**src/tbl_pkg.sv**
```systemverilog
// Shared types, constants and pixel functions for the background line renderer.
// No dependencies; every other file of the block refers to this package by scoped names.
package tbl_pkg;

   localparam int VRAM_BYTES     = 8192;
   localparam int VRAM_ADDR_W    = $clog2(VRAM_BYTES);
   localparam int TILES_PER_LINE = 20;
   localparam int COL_W          = 5;
   localparam int QUEUE_DEPTH    = 4;
   localparam int QUEUE_PTR_W    = $clog2(QUEUE_DEPTH);
   localparam int QUEUE_CNT_W    = $clog2(QUEUE_DEPTH + 1);

   localparam logic [VRAM_ADDR_W-1:0] MAP_BASE = VRAM_ADDR_W'(16'h1800);
   localparam logic [7:0]             OOR_BYTE = 8'hFF;

   typedef enum logic [1:0] {
      MODE_WRITE  = 2'd0,
      MODE_READ   = 2'd1,
      MODE_RENDER = 2'd2,
      MODE_NONE   = 2'd3
   } mode_type;

   typedef enum logic [1:0] {
      CMD_WRITE  = 2'd0,
      CMD_READ   = 2'd1,
      CMD_RENDER = 2'd2
   } cmd_op_type;

   typedef enum logic [2:0] {
      BK_IDLE,
      BK_READ,
      BK_MAP,
      BK_LO,
      BK_HI,
      BK_EMIT
   } back_state_type;

   typedef struct packed {
      logic [1:0]  mode;
      logic [15:0] address;
      logic [7:0]  write_data;
      logic [7:0]  line;
   } req_type;

   typedef struct packed {
      logic [7:0]       read_data;
      logic [COL_W-1:0] tile_column;
      logic [15:0]      pixel_shades;
      logic [15:0]      pixel_codes;
      logic             last;
   } rsp_type;

   typedef struct packed {
      cmd_op_type             op;
      logic                   oor;
      logic [VRAM_ADDR_W-1:0] addr;
      logic [7:0]             data;
      logic [7:0]             line;
   } cmd_type;

   typedef struct packed {
      logic full;
      logic empty;
   } queue_status_type;

   // Leftmost pixel comes from bit 7 of each plane and lands in bits 1:0.
   function automatic logic [15:0] pixel_codes_of(input logic [7:0] lo, input logic [7:0] hi);
      logic [15:0] codes;
      codes = '0;
      for (int p = 0; p < 8; p++) begin
         codes[2*p +: 2] = {hi[7-p], lo[7-p]};
      end
      return codes;
   endfunction

   function automatic logic [15:0] pixel_shades_of(input logic [15:0] codes,
                                                   input logic [7:0]  palette);
      logic [15:0] shades;
      shades = '0;
      for (int p = 0; p < 8; p++) begin
         shades[2*p +: 2] = palette[{codes[2*p +: 2], 1'b0} +: 2];
      end
      return shades;
   endfunction

endpackage

```
**src/tbl_queue.sv**
```systemverilog
// Command queue between the front end and the back end.
// Depends on tbl_pkg.
module tbl_queue (
   input  logic                      clock,
   input  logic                      reset,
   input  logic                      push,
   input  tbl_pkg::cmd_type          push_cmd,
   input  logic                      pop,
   output tbl_pkg::cmd_type          head_cmd,
   output tbl_pkg::queue_status_type q_status
);

   tbl_pkg::cmd_type entry_ff [tbl_pkg::QUEUE_DEPTH];

   logic [tbl_pkg::QUEUE_PTR_W-1:0] wr_ptr_ff, wr_ptr_in;
   logic [tbl_pkg::QUEUE_PTR_W-1:0] rd_ptr_ff, rd_ptr_in;
   logic [tbl_pkg::QUEUE_CNT_W-1:0] count_ff, count_in;
   logic                            do_push;
   logic                            do_pop;

   assign q_status.full  = count_ff == tbl_pkg::QUEUE_CNT_W'(tbl_pkg::QUEUE_DEPTH);
   assign q_status.empty = count_ff == '0;
   assign do_push        = push & ~q_status.full;
   assign do_pop         = pop & ~q_status.empty;
   assign head_cmd       = entry_ff[rd_ptr_ff];

   always_comb begin
      wr_ptr_in = do_push ? wr_ptr_ff + 1'b1 : wr_ptr_ff;
      rd_ptr_in = do_pop ? rd_ptr_ff + 1'b1 : rd_ptr_ff;
      count_in  = count_ff;
      if (do_push && !do_pop) begin
         count_in = count_ff + 1'b1;
      end else if (do_pop && !do_push) begin
         count_in = count_ff - 1'b1;
      end
   end

   always_ff @(posedge clock) begin
      if (reset) begin
         wr_ptr_ff <= '0;
         rd_ptr_ff <= '0;
         count_ff  <= '0;
      end else begin
         wr_ptr_ff <= wr_ptr_in;
         rd_ptr_ff <= rd_ptr_in;
         count_ff  <= count_in;
      end
   end

   always_ff @(posedge clock) begin
      if (do_push) begin
         entry_ff[wr_ptr_ff] <= push_cmd;
      end
   end

endmodule

```
**config.mk**
```make
export PLATFORM = sky130hd
export DESIGN_NAME = tbl_queue
export DESIGN_NICKNAME = d
export VERILOG_FILES = /design/src/tbl_pkg.sv /design/src/tbl_queue.sv
export SDC_FILE = /design/constraint.sdc
export NUM_CORES = 1
export LEC_CHECK = 0
export BUFFER_PORTS_ARGS = -buffer_cell sky130_fd_sc_hd__buf_2
export CAP_MARGIN = 0
export CORE_ASPECT_RATIO = 0.9
export CORE_MARGIN = 3
export CORE_UTILIZATION = 53
export CTS_BUF_LIST = sky130_fd_sc_hd__clkbuf_8
export CTS_CLUSTER_SIZE = 12
export DETAILED_ROUTE_END_ITERATION = 6
export PLACE_DENSITY = 0.79
export SLEW_MARGIN = 40
export SYNTH_ARGS = -nofsm -noshare
export SYNTH_HDL_FRONTEND = slang
export SYNTH_SLANG_ARGS = --single-unit
```
**constraint.sdc**
```tcl
create_clock -name clock -period 1.99 [get_ports clock]
set_input_delay 0.0995 -clock clock [delete_from_list [all_inputs] [get_ports clock]]
set_output_delay 0.0995 -clock clock [all_outputs]
set_load 0.1 [all_outputs]
```
==> results of run 1 <==
[per-layer routing]
metal / track usage / up-vias / part of all wire
li1: - / 1155 / -
met1: 0.2256 / 1289 / 0.41
met2: 0.2830 / 92 / 0.51
met3: 0.06944 / 18 / 0.061
met4: 0.07670 / 0 / 0.019
met5: 0 / - / 0
[how the worst min path moves through the flow]
stage,start,to,cells after the start
after global placement,push_cmd[25],entry_ff[1][25],1
after global routing,push,wr_ptr_ff[0],4
after floorplan,push_cmd[0],entry_ff[0][0],0
after detailed placement,push_cmd[5],entry_ff[3][5],1
final,push,wr_ptr_ff[0],4
after CTS,push,wr_ptr_ff[0],4
[flip-flops by register name, indices dropped and copies added, names as in the netlist, named ones only]
name and cells:
entry_ff 128, count_ff 3, wr_ptr_ff 2, rd_ptr_ff 2
[cells in the mapped netlist, drive strengths merged]
cell / number / area, µm²
o311ai: 1 / 8.760
o31ai: 1 / 12.51
nor2: 6 / 22.52
ha: 5 / 62.56
mux4: 32 / 728.2
dfxtp: 9 / 180.2
clkbuf: 1 / 3.750
inv: 4 / 15.01
nor3b: 1 / 18.77
o21ai: 2 / 10.01
mux2i: 2 / 20.02
a21oi: 2 / 10.01
buf: 7 / 86.33
nor3: 1 / 5.000
and2: 4 / 25.02
xor2: 4 / 35.03
fa: 1 / 20.02
edfxtp: 128 / 3844
or3: 2 / 12.51
nand2b: 2 / 12.51
[critical path, delay by kind of cell (launching register included)]
| kind | cells | cell delay (ns) |
|---|---|---|
| DFF | 1 | 0.39 |
| buffers and inverters | 1 | 0.04 |
| AOI/OAI and AO/OA | 2 | 0.42 |
| and+or+nand+nor | 1 | 0.30 |
| xor gates and xnor gates | 1 | 0.16 |
| adders and majority gates | 2 | 0.55 |
[power by group]
part           switching [W]  internal (W)  total [W]
Combinational        0.00322       0.00159    0.00481
Clock               0.000987       0.00135    0.00233
Sequential          0.000165       0.00348    0.00365
[stage by stage]
step | utilization | std cells
floorplan | - | 215
global placement | 0.6349 | 413
detailed placement | 0.6349 | 413
CTS | 0.7213 | 479
global route | 0.7298 | 480
finish | 0.7298 | 480
[cell type report]
cell class | instances | area [µm²]
tap | 122 | 152.6
timing repair buffer | 120 | 1117
inverter | 4 | 15.01
fill | 563 | 2510
sequential | 137 | 4035
clock buffer | 17 | 234.0
multi-input combinational | 66 | 1044
clock inverter | 14 | 182.7
[what timing repair did]
item                                    in CTS  in global routing
setup buffers                                2                  1
endpoints found under the hold margin      136                  0
resized for setup                           14                 27
pin swaps                                    1                  1
hold buffers                                33                  0
endpoints found under the setup margin      29                 23
[cell families after synthesis]
group	Yosys count	share of synthesized area
and+or+nand+nor	16	0.01877
buffers and inverters	12	0.02048
adders and majority gates	6	0.01609
muxes	34	0.1458
xor gates and xnor gates	4	0.006825
AOI/OAI and AO/OA	6	0.008045
DFF	137	0.7840
==> flow_summary_export.csv, run 1 <==
group,metric,value,unit
floorplanning,pin_count,70,
grt,antenna_found_initial,0,
logic_synthesis,syn-num-nets,257,
timing,period_share,0.9678,
logic_synthesis,synth.distinct_cells,23,
critical_path,rr_worst_depth,7,
critical_path,cp_slowest_cell,"dfxtp_4",
routing,drtPass1Iterations,4,
critical_path,startpoint,"count_ff[0]",
critical_path,timing.critical_path.slowest_cell_delay,0.39,ns
cells_and_area,final_nets,388,
place,hpwl,5.339,mm
logic_synthesis,synth_warnings,0,
cells_and_area,diodes,0,
place,portBuffers,69,
critical_path,critical_path_class,"flop to flop",
grt,grt_use_total,0.1802,
grt,grt_max_degree,33,
grt,grt_pass1_vias,2669,
floorplanning,initial_core_util,0.5525,
place,post-place-ws,-0.003000,ns
logic_synthesis,synthesis.area,5132,µm²
floorplanning,die_w,109.7,µm
job,maxCapViolations,0,
cells_and_area,mostFrequentLayoutCells,"edfxtp_1 (128), buf_2 (39), dlygate4sd3_1 (33)",
floorplanning,row_count,33,
logic_synthesis,avgSynthCellArea,23.87,µm²
clock_network,cts_made_buffers,17,
timing,max_freq,519.2,MHz
worst_hold_path,holdCritPathClass,"primary input to flop",
place,dpl_cell_area,5898,µm²
critical_path,worstPathCellList,"o31ai_4, ha_4, inv_2, fa_1, xor2_1, or3_1, a21oi_1",
routing,drt-total-wl,8.946,mm
clock_network,clockBufferDepth,2,
critical_path,worstPathRequired,2.35,ns
timing,final-setup-viol-count,0,
routing,vias_per_cell,5.321,
routing,detail_route.drc_violations,0,
logic_synthesis,ys_ff_latch,137,
clock_network,cts_tree,"yes",
timing,setup_slack,0.06403,ns
clock_network,clk_latency,0.43,ns
critical_path,r2r_setup_slack,0.06,ns
routing,ant_nets,0,
logic_synthesis,ys_seq_area_frac,0.7840,
timing,slew_headroom,0.6682,
cells_and_area,layout.cells.most_common,"edfxtp_1",
clock_network,h-tree-depth,4,
place,globalplace.congestion,0.7296,
critical_path,critical_path.endpoint_type,"flop",
timing,rsz0062_at_grt,"true",
cells_and_area,area_growth,32.11,%
cells_and_area,finish.instance_area,6780,µm²
timing,tns,0,ns
cells_and_area,final_layout_size_suffix_gt1_frac,0.4497,
logic_synthesis,synthCells,215,
critical_path,critPathLaunchType,"flop",
critical_path,r2r_start,"count_ff[0]",
timing,period_needed,1.926,ns
timing,drv_slew,0,
floorplanning,die_area,10900,µm²
pwr,power.leakage,2.396,nW
run_status,status,"finished, final reports clean",
timing,hold_violations,0,
pwr,p_per_area,1591,nW/µm²
critical_path,worstPathMaxFanout,6,
critical_path,worstPathArrival,2.29,ns
floorplanning,die_height,99.36,µm
clock_network,clock_sinks,137,
routing,vias,2554,
critical_path,endpoint,"count_ff[2]",
pwr,peakVddDrop,0.001133,V
routing,drt-initial-drc-count,121,
routing,post_drt_wl_per_cell,18.64,µm
grt,grt.overflow.total,0,
clock_network,cts_root_buf,"clkbuf_8",
clock_network,clk_pin_slew,0.08,ns
floorplanning,core-area,9290,µm²
timing,skew,0.01163,ns
pwr,p_total,0.01079,W
timing,holdWs,0.07996,ns
grt,grt_pass1_wl,13.93,mm
timing,worst_pin_slew,0.5012,ns
critical_path,rr_endpoint,"count_ff[2]",
No activity file was read; power rests on OpenSTA's default activity.
==> inputs of run 2 (changes only) <==
CELL_PAD_IN_SITES_DETAIL_PLACEMENT = 1   (was not set)
CELL_PAD_IN_SITES_GLOBAL_PLACEMENT = 2   (was not set)
CORE_UTILIZATION = 42   (was 53)
PLACE_DENSITY = 0.8   (was 0.79)
==> flow_summary_export.csv, run 2 (synthesis results as in run 1) <==
group,metric,value,unit
clock_network,cts_made_buffers,17,
floorplanning,core-area,11670,µm²
timing,hold_violations,0,
critical_path,critical_path.endpoint_type,"flop",
floorplanning,die_area,13580,µm²
cells_and_area,mostFrequentLayoutCells,"edfxtp_1 (128), buf_2 (38), dlygate4sd3_1 (33)",
cells_and_area,area_growth,33.23,%
floorplanning,die_w,122.5,µm
floorplanning,die_height,110.9,µm
timing,drv_slew,0,
worst_hold_path,whs_path_depth,4,
clock_network,cts_root_buf,"clkbuf_8",
critical_path,worstPathRequired,2.35,ns
critical_path,critical_path_depth,7,
floorplanning,initial_core_util,0.4399,
critical_path,path_buf_inv,1,
pwr,peakVddDrop,0.0008491,V
grt,grt.overflow.total,0,
routing,drt-initial-drc-count,225,
pwr,p_total,0.01064,W
clock_network,clockBufferDepth,2,
clock_network,h-tree-depth,4,
routing,ant_nets,0,
critical_path,worstPathMaxFanout,4,
routing,vias,2539,
grt,grt_pass1_wl,15.68,mm
cells_and_area,largest_register_ffs,128,
timing,period_share,0.9708,
routing,drtPass1Iterations,4,
grt,antenna_found_initial,0,
worst_hold_path,holdCritPathClass,"primary input to flop",
grt,grt_pass1_vias,2783,
run_status,status,"finished, final reports clean",
clock_network,cts_tree,"yes",
timing,period_needed,1.932,ns
cells_and_area,final_layout_size_suffix_gt1_frac,0.4596,
pwr,p_per_area,1556,nW/µm²
floorplanning,pin_count,70,
floorplanning,row_count,37,
routing,vias_per_cell,4.930,
routing,post_drt_wl_per_cell,19.62,µm
timing,rsz0062_at_grt,"true",
routing,detail_route.drc_violations,0,
clock_network,clock_sinks,137,
critical_path,rr_worst_depth,7,
critical_path,critical_path_class,"flop to flop",
timing,final-setup-viol-count,0,
cells_and_area,layout.cells.most_common,"edfxtp_1",
place,hpwl,6.308,mm
critical_path,critPathLaunchType,"flop",
cells_and_area,final_nets,389,
timing,setup_slack,0.05802,ns
cells_and_area,largestRegisters,"entry_ff: 128 flops, count_ff: 3 flops",
critical_path,crit_family,"adder cells",
critical_path,worstPathArrival,2.29,ns
timing,skew,0.01047,ns
cells_and_area,top_register,"entry_ff",
critical_path,timing.critical_path.slowest_cell_delay,0.36,ns
place,post-place-ws,-0.01883,ns
grt,grt_max_degree,33,
routing,drt-total-wl,10.10,mm
timing,slew_headroom,0.6770,
critical_path,cp_slowest_cell,"dfxtp_2",
clock_network,clk_latency,0.43,ns
timing,worst_pin_slew,0.4879,ns
critical_path,worstPathCellList,"o31ai_4, ha_4, inv_2, fa_1, xor2_1, or3_1, a21oi_1",
job,maxCapViolations,0,
grt,grt_use_total,0.1582,
clock_network,clk_pin_slew,0.08,ns
timing,holdWs,0.1001,ns
place,globalplace.congestion,0.6517,
cells_and_area,diodes,0,
place,portBuffers,69,
critical_path,r2r_setup_slack,0.06,ns
pwr,power.leakage,2.372,nW
timing,max_freq,517.6,MHz
## run 2: changes by cell type in the layout (fill, tap and decap cells not counted), sizes merged
cell and delta:
bufinv -3, clkinvlp +4, clkinv -3, clkbuf +1
inv +2
## run 2: worst reg2reg max path, delay by kind of cell, from the launching register on
| family | cells | cell delay, ns |
|---|---|---|
| buffers and inverters | 1 | 0.04 |
| XOR/XNOR | 1 | 0.16 |
| AO/OA/AOI/OAI | 2 | 0.46 |
| flip-flops | 1 | 0.36 |
| AND/OR/NAND/NOR | 1 | 0.30 |
| adder cells (fa/ha/maj) | 2 | 0.55 |
## run 2: power breakdown
part	leakage, nW	internal, W	switching, W
clock	0.174	0.000983	0.00107
sequential	1.25	0.00348	0.000166
combinational	0.948	0.00167	0.00327
total	2.37	0.00613	0.00450
## run 2: path summary, 6_finish.rpt
kind                      from      endpoint
hold / removal            push  wr_ptr_ff[0]
setup reg to reg   count_ff[1]   count_ff[2]
hold reg to reg   wr_ptr_ff[1]  wr_ptr_ff[1]
setup / recovery   count_ff[1]   count_ff[2]
## run 2: routing by layer
metal,track usage,wire length [µm],vias to the layer above
met3,0.05051,383,10
met1,0.2053,4445,1315
met5,0,0,-
met4,0.04925,91,0
met2,0.2546,5182,59
li1,-,-,1155
## run 2: layout make-up
class / instances / area, µm²
fillers: 1023 / 4828
flip-flops and latches: 137 / 4035
repair buffers: 121 / 1195
multi-input cells: 66 / 1040
clock buffers: 17 / 234.0
well taps: 156 / 195.2
clock inverters: 14 / 123.9
inverters: 4 / 15.01
## run 2: stage by stage
step	util	TNS [ns]	instances	instance area (µm²)
floorplan	-	-19.39	215	5170
global placement	0.5129	0	446	5983
detailed placement	0.5129	-0.01883	446	5983
CTS	0.5775	0	511	6738
global route	0.5861	-0.1420	515	6838
finish	0.5861	0	515	6838
## run 2: timing repair
item,CTS,global route
gates resized for setup,20,20
cloned,0,1
hold endpoints to repair,136,0
hold buffers,33,0
setup endpoints to repair,29,29
pin swaps,0,1
buffers inserted,1,3
==> inputs of run 3 (changes only) <==
ABC_AREA = 1   (was not set)
CORE_MARGIN = not set   (was 3)
CORE_UTILIZATION = 37   (was 42)
PLACE_DENSITY = 0.79   (was 0.8)
==> flow_summary_export.csv, run 3 <==
group,metric,value,unit
logic_synthesis,synth_fa_ha_area_frac,0.01567,
logic_synthesis,synth-simple-area-share,0.07241,
pwr,sw_frac_of_total,0.4576,
cells_and_area,final_cells,702,
critical_path,critPathLaunchType,"flop",
logic_synthesis,synth_area_leaders,"edfxtp_1 (73%), nor2_1 (5.5%), o22ai_1 (3.8%), o21ai_0 (3.5%), dfxtp_1 (3.4%)",
cells_and_area,diodes,0,
logic_synthesis,synth_xor_area_frac,0.001662,
routing,vias,3445,
critical_path,critical_path.endpoint_type,"output port",
timing,drv_slew,0,
job,maxCapViolations,0,
run_status,status,"finished, final reports clean",
logic_synthesis,synth_compound_area_frac,0.1026,
logic_synthesis,synthMuxAreaShare,0,
timing,max_freq,541.6,MHz
cells_and_area,final_layout_size_suffix_gt1_frac,0.3060,
pwr,clkPwrFrac,0.208,
clock_network,h-tree-depth,4,
cells_and_area,final_nets,542,
logic_synthesis,synthMostInstantiatedCell,"edfxtp_1",
pwr,combPwrFrac,0.456,
timing,skew,0.008983,ns
timing,slew_headroom,0.6794,
grt,grt_pass1_vias,3651,
logic_synthesis,async_flop_share,0,
logic_synthesis,ys_ff_latch,137,
floorplanning,die_area,14730,µm²
logic_synthesis,synth_edf_count,128,
floorplanning,pin_count,70,
timing,holdWs,0.4137,ns
timing,final-setup-viol-count,0,
clock_network,cts_root_buf,"clkbuf_8",
logic_synthesis,ys_seq_area_frac,0.7635,
critical_path,worstPathRequired,1.89,ns
routing,drt-initial-drc-count,146,
logic_synthesis,synthesis.area,5270,µm²
place,dp_cells,632,
cells_and_area,top_register,"entry_ff",
logic_synthesis,synth_warnings,0,
cells_and_area,layout.cells.most_common,"edfxtp_1",
routing,vias_per_cell,4.907,
routing,drtPass1Iterations,4,
floorplanning,core-area,13610,µm²
routing,post_drt_wl_per_cell,16.95,µm
cells_and_area,largestRegisters,"entry_ff: 128 flops, count_ff: 3 flops",
timing,period_needed,1.846,ns
logic_synthesis,synth_top_cell_by_area,"edfxtp_1",
routing,drt-total-wl,11.90,mm
floorplanning,die_w,127.8,µm
logic_synthesis,netlist.area_leader.share,0.7293,
timing,worst_pin_slew,0.4843,ns
logic_synthesis,synthTopCellsByCount,"edfxtp_1 (128), nor2_1 (77), o21ai_0 (37), o22ai_1 (32), o21ai_1 (28)",
logic_synthesis,synth.distinct_cells,22,
floorplanning,die_height,115.2,µm
cells_and_area,mostFrequentLayoutCells,"edfxtp_1 (128), nor2_1 (73), o21ai_0 (37), buf_2 (37), dlygate4sd3_1 (36)",
grt,grt_max_degree,65,
place,globalplace.congestion,0.6996,
grt,grt_pass1_wl,18.34,mm
pwr,p_switching,0.004956,W
logic_synthesis,synth_top_family_by_area,"compound AO/OA/AOI/OAI gates",
clock_network,clk_pin_slew,0.07,ns
critical_path,critical_path_class,"flop to output port",
timing,setup_slack,0.1438,ns
clock_network,cts_tree,"yes",
routing,ant_nets,0,
grt,grt_use_total,0.1710,
clock_network,clk_latency,0.44,ns
grt,antenna_found_initial,0,
logic_synthesis,avgSynthCellArea,13.91,µm²
pwr,p_per_area,1550,nW/µm²
worst_hold_path,holdCritPathClass,"primary input to flop",
pwr,seqPwrFrac,0.336,
clock_network,cts_made_buffers,17,
pwr,power.leakage,2.538,nW
logic_synthesis,ys.flop_type,"edfxtp_1",
critical_path,worstPathMaxFanout,40,
floorplanning,initial_core_util,0.3871,
cells_and_area,largest_register_ffs,128,
floorplanning,row_count,40,
critical_path,worstPathArrival,1.75,ns
clock_network,clock_sinks,137,
logic_synthesis,synthCells,379,
timing,period_share,0.9278,
logic_synthesis,syn-num-nets,421,
pwr,internal_power,0.005874,W
place,post-place-ws,0.1331,ns
timing,rsz0062_at_grt,"false",
cells_and_area,utilization,0.5131,
place,portBuffers,69,
cells_and_area,area_growth,32.55,%
timing,tns,0,ns
routing,detail_route.drc_violations,0,
grt,grt.overflow.total,0,
timing,hold_violations,0,
place,hpwl,7.056,mm
pwr,peakVddDrop,0.0009345,V
clock_network,clockBufferDepth,2,
[run 3: path summary, 6_finish.rpt]
check	from	slack, ns	to	cells after the start
hold / removal	push_cmd[17]	0.41	entry_ff[3][17]	2
setup reg to reg	count_ff[1]	0.19	count_ff[1]	9
hold reg to reg	rd_ptr_ff[1]	0.51	flop	2
setup / recovery	flop	0.14	head_cmd[6]	4
[run 3: kinds of logic after synthesis]
| family | after synthesis |
|---|---|
| compound gates | 100 |
| xor+xnor | 1 |
| fa+ha+maj | 6 |
| simple gates | 98 |
| buf+inv | 37 |
| flops | 137 |
[run 3: layer usage]
layer | global-route usage | vias to the layer above | share of wire
met4 | 0.06588 | 0 | 0.010
li1 | - | 1628 | -
met1 | 0.1955 | 1737 | 0.44
met2 | 0.3043 | 68 | 0.52
met3 | 0.04933 | 12 | 0.036
met5 | 0 | - | 0
[run 3: area by class of cell]
type                            count  area (µm²)
Multi-Input combinational cell    205        1244
Tap cell                          189       236.5
Fill cell                        1396        6628
Clock buffer                       17       234.0
Timing Repair Buffer              121        1002
Inverter                           18       80.08
Sequential cell                   137        4030
Clock inverter                     15       158.9
[run 3: per-stage QoR]
step	cell area (µm²)	total power, W
final	6985	0.01083
after global placement	6093	0.008239
after global routing	6985	0.01126
after floorplan	5470	0.007538
after CTS	6958	0.01091
after detailed placement	6093	0.008317
[run 3: what timing repair did]
action / CTS / global route
gates resized for setup: 40 / 5
pin swaps: 0 / 0
hold buffers: 36 / 0
endpoints found under the setup margin: 32 / 27
hold endpoints to repair: 135 / 0
buffers inserted: 0 / 2
[run 3: power groups by stage]
stage                     clock network, W  logic, W  registers, W
after floorplan                          0   0.00388       0.00366
after global placement                   0   0.00454       0.00370
after detailed placement                 0   0.00460       0.00372
after CTS                          0.00232   0.00492       0.00366
after global routing               0.00242   0.00517       0.00367
final                              0.00226   0.00493       0.00364
[run 3: critical path, cell delays in order, from the launching register on]
cell	delay (ns)
dfxtp_4	0.45
buf_12	0.22
o21ai_0	0.15
o22ai_2	0.16
buf_4	0.31
